$ cat src/rtl/wavhp_pkg.sv
// wavhp_pkg: shared types, tags and codes for the wav header parser
// no dependencies; used by every module under rtl
`timescale 1ns / 1ps

package wavhp_pkg;

    // chunk tags as they appear big-endian in the shift register
    localparam logic [31:0] TAG_RIFF = 32'h5249_4646;
    localparam logic [31:0] TAG_WAVE = 32'h5741_5645;
    localparam logic [31:0] TAG_FMT  = 32'h666D_7420;
    localparam logic [31:0] TAG_DATA = 32'h6461_7461;

    // result kinds
    typedef enum logic [1:0] {
        EV_FORMAT = 2'd0,
        EV_DATA   = 2'd1,
        EV_ERROR  = 2'd2
    } event_kind_t;

    // error codes
    typedef enum logic [3:0] {
        ERR_NONE      = 4'd0,
        ERR_NO_RIFF   = 4'd1,
        ERR_NO_WAVE   = 4'd2,
        ERR_NO_FMT    = 4'd3,
        ERR_ZERO_CHK  = 4'd4,
        ERR_NOT_PCM   = 4'd5,
        ERR_CHANNELS  = 4'd6,
        ERR_BITS      = 4'd7,
        ERR_NO_DATA   = 4'd8,
        ERR_ZERO_DATA = 4'd9,
        ERR_TRUNC     = 4'd10
    } error_code_t;

    // one result item plus its presence flag
    typedef struct packed {
        logic        has;
        event_kind_t kind;
        logic [31:0] sample_rate;
        logic        stereo;
        logic        sixteen_bit;
        logic [31:0] payload_length;
        logic [7:0]  data_byte;
        logic        end_of_run;
        error_code_t code;
    } result_t;

    // handshake status between the stages
    typedef struct packed {
        logic load;
        logic advance;
    } stage_ctl_t;

endpackage

$ cat src/rtl/wav_header_parser.sv
// wav_header_parser: top level, input register, parse core and result register
// depends on wavhp_pkg, wavhp_in_stage, wavhp_core, wavhp_out_stage
`timescale 1ns / 1ps

// Byte-stream RIFF/WAVE PCM header parser. One byte item is accepted per
// cycle whenever the input register is free or moving on; each item passes
// through an input register, combinational parse logic against small state
// registers, and a result register; the sustained rate is one byte per
// cycle while the result register is not held by out_stall. At most one
// result follows each byte: a format result when the data chunk header
// completes, one result per payload byte, or an error; bytes that produce no
// result never wait on the output side. A byte flagged buffer_end restarts
// the parser, replacing any other result with a truncation error if the parse
// was unfinished. No clearing pass is needed after reset.
module wav_header_parser
(
    input  logic        clk,
    input  logic        rst_n,
    input  logic        in_valid,
    output logic        in_stall,
    input  logic [7:0]  byte_in,
    input  logic        buffer_end,
    output logic        out_valid,
    input  logic        out_stall,
    output logic [1:0]  event_kind,
    output logic [31:0] sample_rate,
    output logic        stereo,
    output logic        sixteen_bit,
    output logic [31:0] payload_length,
    output logic [7:0]  data_byte,
    output logic        end_of_run,
    output logic [3:0]  error_code
);

    wavhp_pkg::stage_ctl_t ctl;
    wavhp_pkg::result_t    res;
    wavhp_pkg::result_t    held;
    logic                  s1_valid;
    logic [7:0]            s1_byte;
    logic                  s1_last;
    logic                  can_take;

    // item moves on when it has no result or the result register is free
    assign ctl.advance = s1_valid && (can_take || !res.has);
    assign in_stall    = s1_valid && !ctl.advance;
    assign ctl.load    = in_valid && !in_stall;

    wavhp_in_stage u_in
    (
        .clk        (clk),
        .rst_n      (rst_n),
        .ctl        (ctl),
        .byte_in    (byte_in),
        .buffer_end (buffer_end),
        .s1_valid   (s1_valid),
        .s1_byte    (s1_byte),
        .s1_last    (s1_last)
    );

    wavhp_core u_core
    (
        .clk     (clk),
        .rst_n   (rst_n),
        .advance (ctl.advance),
        .byte_in (s1_byte),
        .last    (s1_last),
        .res     (res)
    );

    wavhp_out_stage u_out
    (
        .clk       (clk),
        .rst_n     (rst_n),
        .load      (ctl.advance && res.has),
        .res       (res),
        .out_stall (out_stall),
        .can_take  (can_take),
        .out_valid (out_valid),
        .held      (held)
    );

    // result fields
    assign event_kind     = held.kind;
    assign sample_rate    = held.sample_rate;
    assign stereo         = held.stereo;
    assign sixteen_bit    = held.sixteen_bit;
    assign payload_length = held.payload_length;
    assign data_byte      = held.data_byte;
    assign end_of_run     = held.end_of_run;
    assign error_code     = held.code;

endmodule

$ cat src/rtl/wavhp_in_stage.sv
// wavhp_in_stage: input register holding one accepted byte item
// depends on wavhp_pkg (stage_ctl_t)
`timescale 1ns / 1ps

module wavhp_in_stage
(
    input  logic                  clk,
    input  logic                  rst_n,
    input  wavhp_pkg::stage_ctl_t ctl,
    input  logic [7:0]            byte_in,
    input  logic                  buffer_end,
    output logic                  s1_valid,
    output logic [7:0]            s1_byte,
    output logic                  s1_last
);

    logic       valid_reg;
    logic       valid_next;
    logic [7:0] byte_reg;
    logic       last_reg;

    // occupancy of the input register
    always_comb
    begin
        if (ctl.load)
        begin
            valid_next = 1'b1;
        end
        else if (ctl.advance)
        begin
            valid_next = 1'b0;
        end
        else
        begin
            valid_next = valid_reg;
        end
    end

    always_ff @(posedge clk or negedge rst_n)
    begin
        if (!rst_n)
        begin
            valid_reg <= 1'b0;
        end
        else
        begin
            valid_reg <= valid_next;
        end
    end

    // payload capture
    always_ff @(posedge clk)
    begin
        if (ctl.load)
        begin
            byte_reg <= byte_in;
            last_reg <= buffer_end;
        end
    end

    assign s1_valid = valid_reg;
    assign s1_byte  = byte_reg;
    assign s1_last  = last_reg;

    // a held item keeps its byte until it moves on
    a_hold: assert property (@(posedge clk) disable iff (!rst_n)
        valid_reg && !ctl.advance |=> valid_reg && $stable(byte_reg) && $stable(last_reg))
        else $error("input register lost a held item");

endmodule

$ cat src/rtl/wavhp_core.sv
// wavhp_core: parse state registers and the per-byte next-state and result logic
// depends on wavhp_pkg (tags, codes, result_t)
`timescale 1ns / 1ps

module wavhp_core
(
    input  logic               clk,
    input  logic               rst_n,
    input  logic               advance,
    input  logic [7:0]         byte_in,
    input  logic               last,
    output wavhp_pkg::result_t res
);

    typedef enum logic [8:0] {
        PH_HEAD      = 9'b000000001,
        PH_FMT_HDR   = 9'b000000010,
        PH_FMT_SKIP  = 9'b000000100,
        PH_FMT_BODY  = 9'b000001000,
        PH_FMT_EXTRA = 9'b000010000,
        PH_DATA_HDR  = 9'b000100000,
        PH_DATA_SKIP = 9'b001000000,
        PH_DATA      = 9'b010000000,
        PH_IDLE      = 9'b100000000
    } phase_t;

    phase_t      phase_reg, phase_next;
    logic [4:0]  cnt_reg, cnt_next;
    logic [31:0] tag_reg, tag_next;
    logic [31:0] fld_reg, fld_next;
    logic [31:0] rem_reg, rem_next;
    logic [31:0] rate_reg, rate_next;
    logic        stereo_reg, stereo_next;
    logic        sixteen_reg, sixteen_next;

    logic [31:0] hdr_tag;
    logic [31:0] hdr_fld;
    logic        hdr_done;
    logic [4:0]  hdr_cnt;
    logic [31:0] rem_dec;
    logic        skip_done;
    logic [15:0] fmt_word;
    logic [15:0] ch_word;
    logic [15:0] bits_word;
    wavhp_pkg::error_code_t trunc_code;

    // chunk header assembly: tag big-endian, size little-endian
    always_comb
    begin
        hdr_tag  = (cnt_reg < 5'd4) ? {tag_reg[23:0], byte_in} : tag_reg;
        hdr_fld  = (cnt_reg < 5'd4) ? fld_reg : {byte_in, fld_reg[31:8]};
        hdr_done = (cnt_reg >= 5'd7);
        hdr_cnt  = hdr_done ? 5'd0 : cnt_reg + 5'd1;
    end

    // countdown of skipped bytes
    always_comb
    begin
        rem_dec   = (rem_reg != 32'd0) ? rem_reg - 32'd1 : rem_reg;
        skip_done = (rem_dec == 32'd0);
    end

    // format fields once the 16-byte body is in
    assign fmt_word  = tag_reg[15:0];
    assign ch_word   = tag_reg[31:16];
    assign bits_word = {byte_in, fld_reg[31:24]};

    // per-byte parse step
    always_comb
    begin
        phase_next   = phase_reg;
        cnt_next     = cnt_reg;
        tag_next     = tag_reg;
        fld_next     = fld_reg;
        rem_next     = rem_reg;
        rate_next    = rate_reg;
        stereo_next  = stereo_reg;
        sixteen_next = sixteen_reg;
        res          = '0;
        trunc_code   = wavhp_pkg::ERR_NONE;

        unique case (phase_reg)
            PH_HEAD:
            begin
                tag_next = {tag_reg[23:0], byte_in};
                if (cnt_reg == 5'd3 && tag_next != wavhp_pkg::TAG_RIFF)
                begin
                    res.has    = 1'b1;
                    res.code   = wavhp_pkg::ERR_NO_RIFF;
                    phase_next = PH_IDLE;
                end
                else if (cnt_reg >= 5'd11)
                begin
                    cnt_next = 5'd0;
                    if (tag_next != wavhp_pkg::TAG_WAVE)
                    begin
                        res.has    = 1'b1;
                        res.code   = wavhp_pkg::ERR_NO_WAVE;
                        phase_next = PH_IDLE;
                    end
                    else
                    begin
                        phase_next = PH_FMT_HDR;
                    end
                end
                else
                begin
                    cnt_next = cnt_reg + 5'd1;
                end
            end
            PH_FMT_HDR:
            begin
                tag_next = hdr_tag;
                fld_next = hdr_fld;
                cnt_next = hdr_cnt;
                if (hdr_done)
                begin
                    rem_next = hdr_fld;
                    if (hdr_tag == wavhp_pkg::TAG_FMT)
                    begin
                        phase_next = PH_FMT_BODY;
                    end
                    else if (hdr_fld == 32'd0)
                    begin
                        res.has    = 1'b1;
                        res.code   = wavhp_pkg::ERR_ZERO_CHK;
                        phase_next = PH_IDLE;
                    end
                    else
                    begin
                        phase_next = PH_FMT_SKIP;
                    end
                end
            end
            PH_FMT_SKIP:
            begin
                rem_next = rem_dec;
                if (skip_done)
                begin
                    phase_next = PH_FMT_HDR;
                end
            end
            PH_FMT_BODY:
            begin
                // bytes 0-3 format/channels, 4-7 rate, 14-15 bits per sample
                if (cnt_reg < 5'd4)
                begin
                    tag_next = {byte_in, tag_reg[31:8]};
                end
                else if (cnt_reg < 5'd8 || cnt_reg >= 5'd14)
                begin
                    fld_next = {byte_in, fld_reg[31:8]};
                end
                if (cnt_reg == 5'd7)
                begin
                    rate_next = fld_next;
                end
                cnt_next = cnt_reg + 5'd1;
                if (cnt_reg >= 5'd15)
                begin
                    cnt_next = 5'd0;
                    if (fmt_word != 16'd1)
                    begin
                        res.has    = 1'b1;
                        res.code   = wavhp_pkg::ERR_NOT_PCM;
                        phase_next = PH_IDLE;
                    end
                    else if (ch_word != 16'd1 && ch_word != 16'd2)
                    begin
                        res.has    = 1'b1;
                        res.code   = wavhp_pkg::ERR_CHANNELS;
                        phase_next = PH_IDLE;
                    end
                    else if (bits_word != 16'd8 && bits_word != 16'd16)
                    begin
                        res.has    = 1'b1;
                        res.code   = wavhp_pkg::ERR_BITS;
                        phase_next = PH_IDLE;
                    end
                    else
                    begin
                        stereo_next  = (ch_word == 16'd2);
                        sixteen_next = (bits_word == 16'd16);
                        if (rem_reg > 32'd16)
                        begin
                            rem_next   = rem_reg - 32'd16;
                            phase_next = PH_FMT_EXTRA;
                        end
                        else
                        begin
                            rem_next   = 32'd0;
                            phase_next = PH_DATA_HDR;
                        end
                    end
                end
            end
            PH_FMT_EXTRA:
            begin
                rem_next = rem_dec;
                if (skip_done)
                begin
                    phase_next = PH_DATA_HDR;
                end
            end
            PH_DATA_HDR:
            begin
                tag_next = hdr_tag;
                fld_next = hdr_fld;
                cnt_next = hdr_cnt;
                if (hdr_done)
                begin
                    if (hdr_tag == wavhp_pkg::TAG_DATA)
                    begin
                        if (hdr_fld == 32'd0)
                        begin
                            res.has    = 1'b1;
                            res.code   = wavhp_pkg::ERR_ZERO_DATA;
                            phase_next = PH_IDLE;
                        end
                        else
                        begin
                            res.has            = 1'b1;
                            res.kind           = wavhp_pkg::EV_FORMAT;
                            res.sample_rate    = rate_reg;
                            res.stereo         = stereo_reg;
                            res.sixteen_bit    = sixteen_reg;
                            res.payload_length = hdr_fld;
                            rem_next           = hdr_fld;
                            phase_next         = PH_DATA;
                        end
                    end
                    else if (hdr_fld == 32'd0)
                    begin
                        res.has    = 1'b1;
                        res.code   = wavhp_pkg::ERR_ZERO_CHK;
                        phase_next = PH_IDLE;
                    end
                    else
                    begin
                        rem_next   = hdr_fld;
                        phase_next = PH_DATA_SKIP;
                    end
                end
            end
            PH_DATA_SKIP:
            begin
                rem_next = rem_dec;
                if (skip_done)
                begin
                    phase_next = PH_DATA_HDR;
                end
            end
            PH_DATA:
            begin
                res.has       = 1'b1;
                res.kind      = wavhp_pkg::EV_DATA;
                res.data_byte = byte_in;
                rem_next      = rem_dec;
                if (skip_done)
                begin
                    res.end_of_run = 1'b1;
                    phase_next     = PH_IDLE;
                end
            end
            default:
            begin
                // idle and any stray code: swallow bytes
            end
        endcase

        // any error result carries only its code and the end mark
        if (res.has && res.code != wavhp_pkg::ERR_NONE)
        begin
            res.kind       = wavhp_pkg::EV_ERROR;
            res.end_of_run = 1'b1;
        end

        // final buffer byte: flag an unfinished parse, then restart
        if (last)
        begin
            unique case (phase_next)
                PH_FMT_HDR, PH_FMT_SKIP:
                begin
                    trunc_code = wavhp_pkg::ERR_NO_FMT;
                end
                PH_DATA_HDR, PH_DATA_SKIP:
                begin
                    trunc_code = wavhp_pkg::ERR_NO_DATA;
                end
                PH_HEAD, PH_FMT_BODY, PH_FMT_EXTRA, PH_DATA:
                begin
                    trunc_code = wavhp_pkg::ERR_TRUNC;
                end
                default:
                begin
                    trunc_code = wavhp_pkg::ERR_NONE;
                end
            endcase
            if (trunc_code != wavhp_pkg::ERR_NONE)
            begin
                res            = '0;
                res.has        = 1'b1;
                res.kind       = wavhp_pkg::EV_ERROR;
                res.end_of_run = 1'b1;
                res.code       = trunc_code;
            end
            phase_next   = PH_HEAD;
            cnt_next     = 5'd0;
            tag_next     = 32'd0;
            fld_next     = 32'd0;
            rem_next     = 32'd0;
            rate_next    = 32'd0;
            stereo_next  = 1'b0;
            sixteen_next = 1'b0;
        end
    end

    // state update on each committed item
    always_ff @(posedge clk or negedge rst_n)
    begin
        if (!rst_n)
        begin
            phase_reg   <= PH_HEAD;
            cnt_reg     <= 5'd0;
            tag_reg     <= 32'd0;
            fld_reg     <= 32'd0;
            rem_reg     <= 32'd0;
            rate_reg    <= 32'd0;
            stereo_reg  <= 1'b0;
            sixteen_reg <= 1'b0;
        end
        else if (advance)
        begin
            phase_reg   <= phase_next;
            cnt_reg     <= cnt_next;
            tag_reg     <= tag_next;
            fld_reg     <= fld_next;
            rem_reg     <= rem_next;
            rate_reg    <= rate_next;
            stereo_reg  <= stereo_next;
            sixteen_reg <= sixteen_next;
        end
    end

    a_restart: assert property (@(posedge clk) disable iff (!rst_n)
        advance && last |=> phase_reg == PH_HEAD && cnt_reg == 5'd0)
        else $error("final buffer byte did not restart the parser");

    a_err_idle: assert property (@(posedge clk) disable iff (!rst_n)
        advance && res.has && res.kind == wavhp_pkg::EV_ERROR
        |=> phase_reg == PH_IDLE || phase_reg == PH_HEAD)
        else $error("parser kept working after an error");

    a_fmt_data: assert property (@(posedge clk) disable iff (!rst_n)
        advance && res.has && res.kind == wavhp_pkg::EV_FORMAT
        |=> phase_reg == PH_DATA && rem_reg != 32'd0)
        else $error("format result not followed by payload phase");

endmodule

$ cat src/rtl/wavhp_out_stage.sv
// wavhp_out_stage: result register facing the output channel
// depends on wavhp_pkg (result_t)
`timescale 1ns / 1ps

module wavhp_out_stage
(
    input  logic               clk,
    input  logic               rst_n,
    input  logic               load,
    input  wavhp_pkg::result_t res,
    input  logic               out_stall,
    output logic               can_take,
    output logic               out_valid,
    output wavhp_pkg::result_t held
);

    logic               valid_reg;
    logic               valid_next;
    wavhp_pkg::result_t res_reg;

    // register is free when empty or draining this cycle
    assign can_take = !valid_reg || !out_stall;

    always_comb
    begin
        if (load)
        begin
            valid_next = 1'b1;
        end
        else if (!out_stall)
        begin
            valid_next = 1'b0;
        end
        else
        begin
            valid_next = valid_reg;
        end
    end

    always_ff @(posedge clk or negedge rst_n)
    begin
        if (!rst_n)
        begin
            valid_reg <= 1'b0;
        end
        else
        begin
            valid_reg <= valid_next;
        end
    end

    // result payload
    always_ff @(posedge clk)
    begin
        if (load)
        begin
            res_reg <= res;
        end
    end

    assign out_valid = valid_reg;
    assign held      = res_reg;

    a_no_overwrite: assert property (@(posedge clk) disable iff (!rst_n)
        valid_reg && out_stall |-> !load)
        else $error("stalled result overwritten");

endmodule

$ cat config.mk
export PLATFORM = sky130hd
export DESIGN_NAME = wav_header_parser
export DESIGN_NICKNAME = d
export VERILOG_FILES = /design/src/rtl/wavhp_pkg.sv /design/src/rtl/wav_header_parser.sv /design/src/rtl/wavhp_in_stage.sv /design/src/rtl/wavhp_core.sv /design/src/rtl/wavhp_out_stage.sv
export SDC_FILE = /design/constraint.sdc
export NUM_CORES = 1
export LEC_CHECK = 0
export ABC_AREA = 1
export ABC_CLOCK_PERIOD_IN_PS = 12000
export BUFFER_PORTS_ARGS = -buffer_cell sky130_fd_sc_hd__buf_2
export CORE_MARGIN = 3
export CORE_UTILIZATION = 60
export CTS_BUF_LIST = sky130_fd_sc_hd__clkbuf_4 sky130_fd_sc_hd__clkbuf_8
export CTS_CLUSTER_SIZE = 20
export DETAILED_ROUTE_END_ITERATION = 16
export PLACE_DENSITY = 0.79
export SLEW_MARGIN = 25
export SYNTH_ARGS = -nofsm -noshare
export SYNTH_HDL_FRONTEND = slang
export SYNTH_HIERARCHICAL = 1
export SYNTH_SLANG_ARGS = --single-unit
$ cat constraint.sdc
create_clock -name clk -period 12 [get_ports clk]
set_clock_uncertainty 0.15 [all_clocks]
set_input_delay 1.8 -clock clk [delete_from_list [all_inputs] [get_ports clk]]
set_output_delay 1.8 -clock clk [all_outputs]
set_load 0.02 [all_outputs]
# Word-level counts from Yosys, hierarchy flattened
# Cells that the tools add are included.
# classes
n_addsub	3
n_mul	0
n_div	0
n_lt_le_gt_ge	7
n_eq_ne	42
shift	0
mux	104
n_bitwise	0
reduce_logical	40
# op_table
operator	count
$mux W32	20
$mux W66	3
$mux W9	19
$mux W82	2
$pmux W32 S4	1
$pmux W32 S3	1
$mux W69	1
$eq A32 B31 Y1 const B	2
$logic_not A32 Y1	2
$ne A32 B31 Y1 const B	2
$pmux W32 S2	1
$pmux W9 S7	1
$mux W4	11
$gt A32 B5 Y1 const B	1
$ne A16 B1 Y1 const B	2
$reduce_bool A32 Y1	1
$sub A32 B1 Y32 const B	1
$sub A32 B5 Y32 const B	1
$mux W1	29
$mux W5	5
$eq A9 B1 Y1 const B	2
$eq A9 B2 Y1 const B	2
$eq A9 B3 Y1 const B	2
$eq A9 B4 Y1 const B	2
41 further kinds	82
# totals
register_bits	236
latch_bits	0
ram_bits	0
mem_bits_ro	0
inputBits	13
elab_cells	216
memories	0

# Depth between registers and ports, before layout
# depth
word_depth	22
mapped_depth	34
ltp_nobuf	32

# By module
# Netlist, hierarchy kept.
# modules_own_cells
module	n_inst	cells_per_inst	area_per_inst_um2
wavhp_core	1	1936	12375.6
wavhp_out_stage	1	86	2503.7
wavhp_in_stage	1	14	310.3
wav_header_parser	1	8	36.3

# Least setup slack after synthesis
# No wires, ideal clock.
# synth_path
kind	register to register
start	reg u_core.rem_reg[4]
end	reg u_out.res_reg, in the netlist u_out/held[0], enable pin
t_arrival_ps	4395
setup_slack_ps	7018
stages_incl_launch_ff	26
path_buffers	3
cell_sequence	dfrtp_1 clkbuf_1 inv_1 ha_1 nand2_4 nor2_8 nand2_2 inv_2 nand2_2 buf_6 buf_6 nand2_2 nand2_1 clkinv_1 nand2_1 nor2_1 nand3_2 nand3_1 o21ai_1 nor2_1 nand2_1 nor2_2 nand2_4 nand4_1 nand3_1 inv_1
# synth_lines
item	line	rtl
from (decl)	wavhp_core.sv:31	logic [31:0] rem_reg, rem_next;
from (signal assigned)	wavhp_core.sv:338	rem_reg <= rem_next;
to (signal assigned)	wavhp_out_stage.sv:57	res_reg <= res;
to (decl)	wavhp_out_stage.sv:19	wavhp_pkg::result_t res_reg;

==> run metrics <==
status completed; routability congestion estimate from global placement 1.03; DRT Wirelength 49.7 mm; Final Cell Area 0.0166 mm²; critical setup path kind register to primary output; Post-CTS Setup Bufs 0; antenna cells 0; grt total ovfl 0; Vias between 15,000 and 20,000; TritonCTS buffer count 42; TritonRoute pass-1 iters 6; Reg clk slew, reported paths 70 ps; num ports between 90 and 100; DP Area 0.0157 mm²; CTS tree done; initial antenna violation count 0; HPWL after DPL between 30 and 40 mm; crit path cell chain nor2_4 -> nand2_4 -> buf_4 -> o21ai_1 -> nand2_1 -> nor2_1 -> nand2_1 -> nor2_1 -> nand2_1 -> nor2_2 -> nand3_1 -> nand3_1 -> nor2_1 -> nand2_1 -> a21oi_1 -> nand2_1 -> nor2_2 -> nand2_4 -> nand4_1 -> nand3_1 -> inv_1 -> buf_2; first-pass GRT wire length 78.0 mm; CP most frequent cell nand2_1; critical path peak fanout between 60 and 70; post-CTS sizing 0; slowest CP cell buf_4; Worst Path Required just over 10,000 ps; Slew headroom 29.6%; unrepaired setup endpoints after global routing false; crit path time final 6950 ps; CTS max path bufs 3; # rows 57; CP Capture Type primary output; pin count of the biggest net entering global routing about 100; Num Clock Sinks 236; Setup violations, final 0; class of the worst hold path register to register; DRC errors left 0; H-tree Lvls 2; Mapped Cells 2,043; worst slew pin tran 1050 ps; vias in the first global route 14,600; Layout Nets 2,117; Hold-fix buffers, CTS 0; share of post-route cells with drive strength above 1 12.9%; chip height 165 µm; max_cap viols 0; Port Buffers 95; mapped cell area 0.0152 mm²; slack of the critical path 5050 ps; Via density 6.27; 1st-iter DRT viols 2,051; pre-CTS WS 5540 ps; root buf cell clkbuf_8; Worst EP arrival 5000 ps; part of the cycle the worst path needs between 50% and 60%; crit start category register; max-slew violation count 0; slowest stage delay, CP 480 ps; Die Wd 165 µm; final hold viol count 0; synth-to-layout area growth 9.41%; number of flip-flops under the largest register name 81; R2R setup slack 5310 ps; syn nets 2,061; Yosys Warn Count 6; synthesized area per cell 7.44 µm²; drt wl/cell ~20 µm; TNS Setup 0 ps; worst skew pair latency 560 ps; maximum clock frequency 144 MHz; core footprint around 0.025 mm²; Die Area about 0.027 mm²; DRT antenna net count 0; Starting Density 61.8%; gr usage total 36.4%
==> metrics by stage <==
| step | hold WS (ps) | utilization, % | instances |
|---|---|---|---|
| after global routing | 371 | 67.6 | 2457 |
| after floorplan | 302 | - | 2043 |
| after CTS | 351 | 67.4 | 2456 |
| after global placement | 321 | 63.8 | 2378 |
| after detailed placement | 332 | 63.8 | 2378 |
| final | 351 | 67.6 | 2457 |
==> layout make-up <==
type | instances | area, µm²
multi-input cells | 1484 | 7490
flip-flops and latches | 236 | 6360
inverters | 221 | 831
clock inverters | 17 | 150
fillers | 2132 | 7980
repair buffers | 114 | 648
well taps | 324 | 405
clock buffers | 61 | 746
==> cells in the final DEF (no fill, tap or decap), types with 35 or more instances in the layout <==
master	count
nand3_1	110
nor2_1	231
dfrtp_1	145
edfxtp_1	90
nor2_4	35
o22ai_1	55
o21ai_1	55
buf_2	94
inv_1	205
o21ai_0	173
a21oi_1	55
o211ai_1	36
clkbuf_8	46
nand2_1	497
nand4_1	61
==> critical path: cells and delay by family (launching register included) <==
kind,cells,cell delay [ps]
buffers and inverters,3,680
AND/OR/NAND/NOR,17,2720
AO/OA/AOI/OAI,2,570
flip-flops,1,410
==> worst paths after layout <==
check / from / end / depth (start not counted)
worst max-delay path: u_core/cnt_reg[3] / in_stall / 22
worst min-delay path: u_core/fld_reg[5] / u_core/fld_reg[5] / 2
worst max register to register: u_core/cnt_reg[3] / u_core/tag_reg[12] / 29
worst min register to register: u_core/fld_reg[5] / u_core/fld_reg[5] / 2
max in group asynchronous: rst_n / u_core/fld_reg[26] / 3
min in group asynchronous: rst_n / u_core/rem_reg[5] / 1
==> routing by layer <==
layer  global-route usage [%]  routed length [µm]  up-vias
met3                     7.23                5100      201
met2                     58.6               22500      985
li1                         -                   -     7030
met1                     46.7               19100     7192
met5                        0                   0        -
met4                     18.9                2940        0
Power is not shown: default switching activity piles up to over one toggle a cycle in this logic, so the estimate is an artifact.
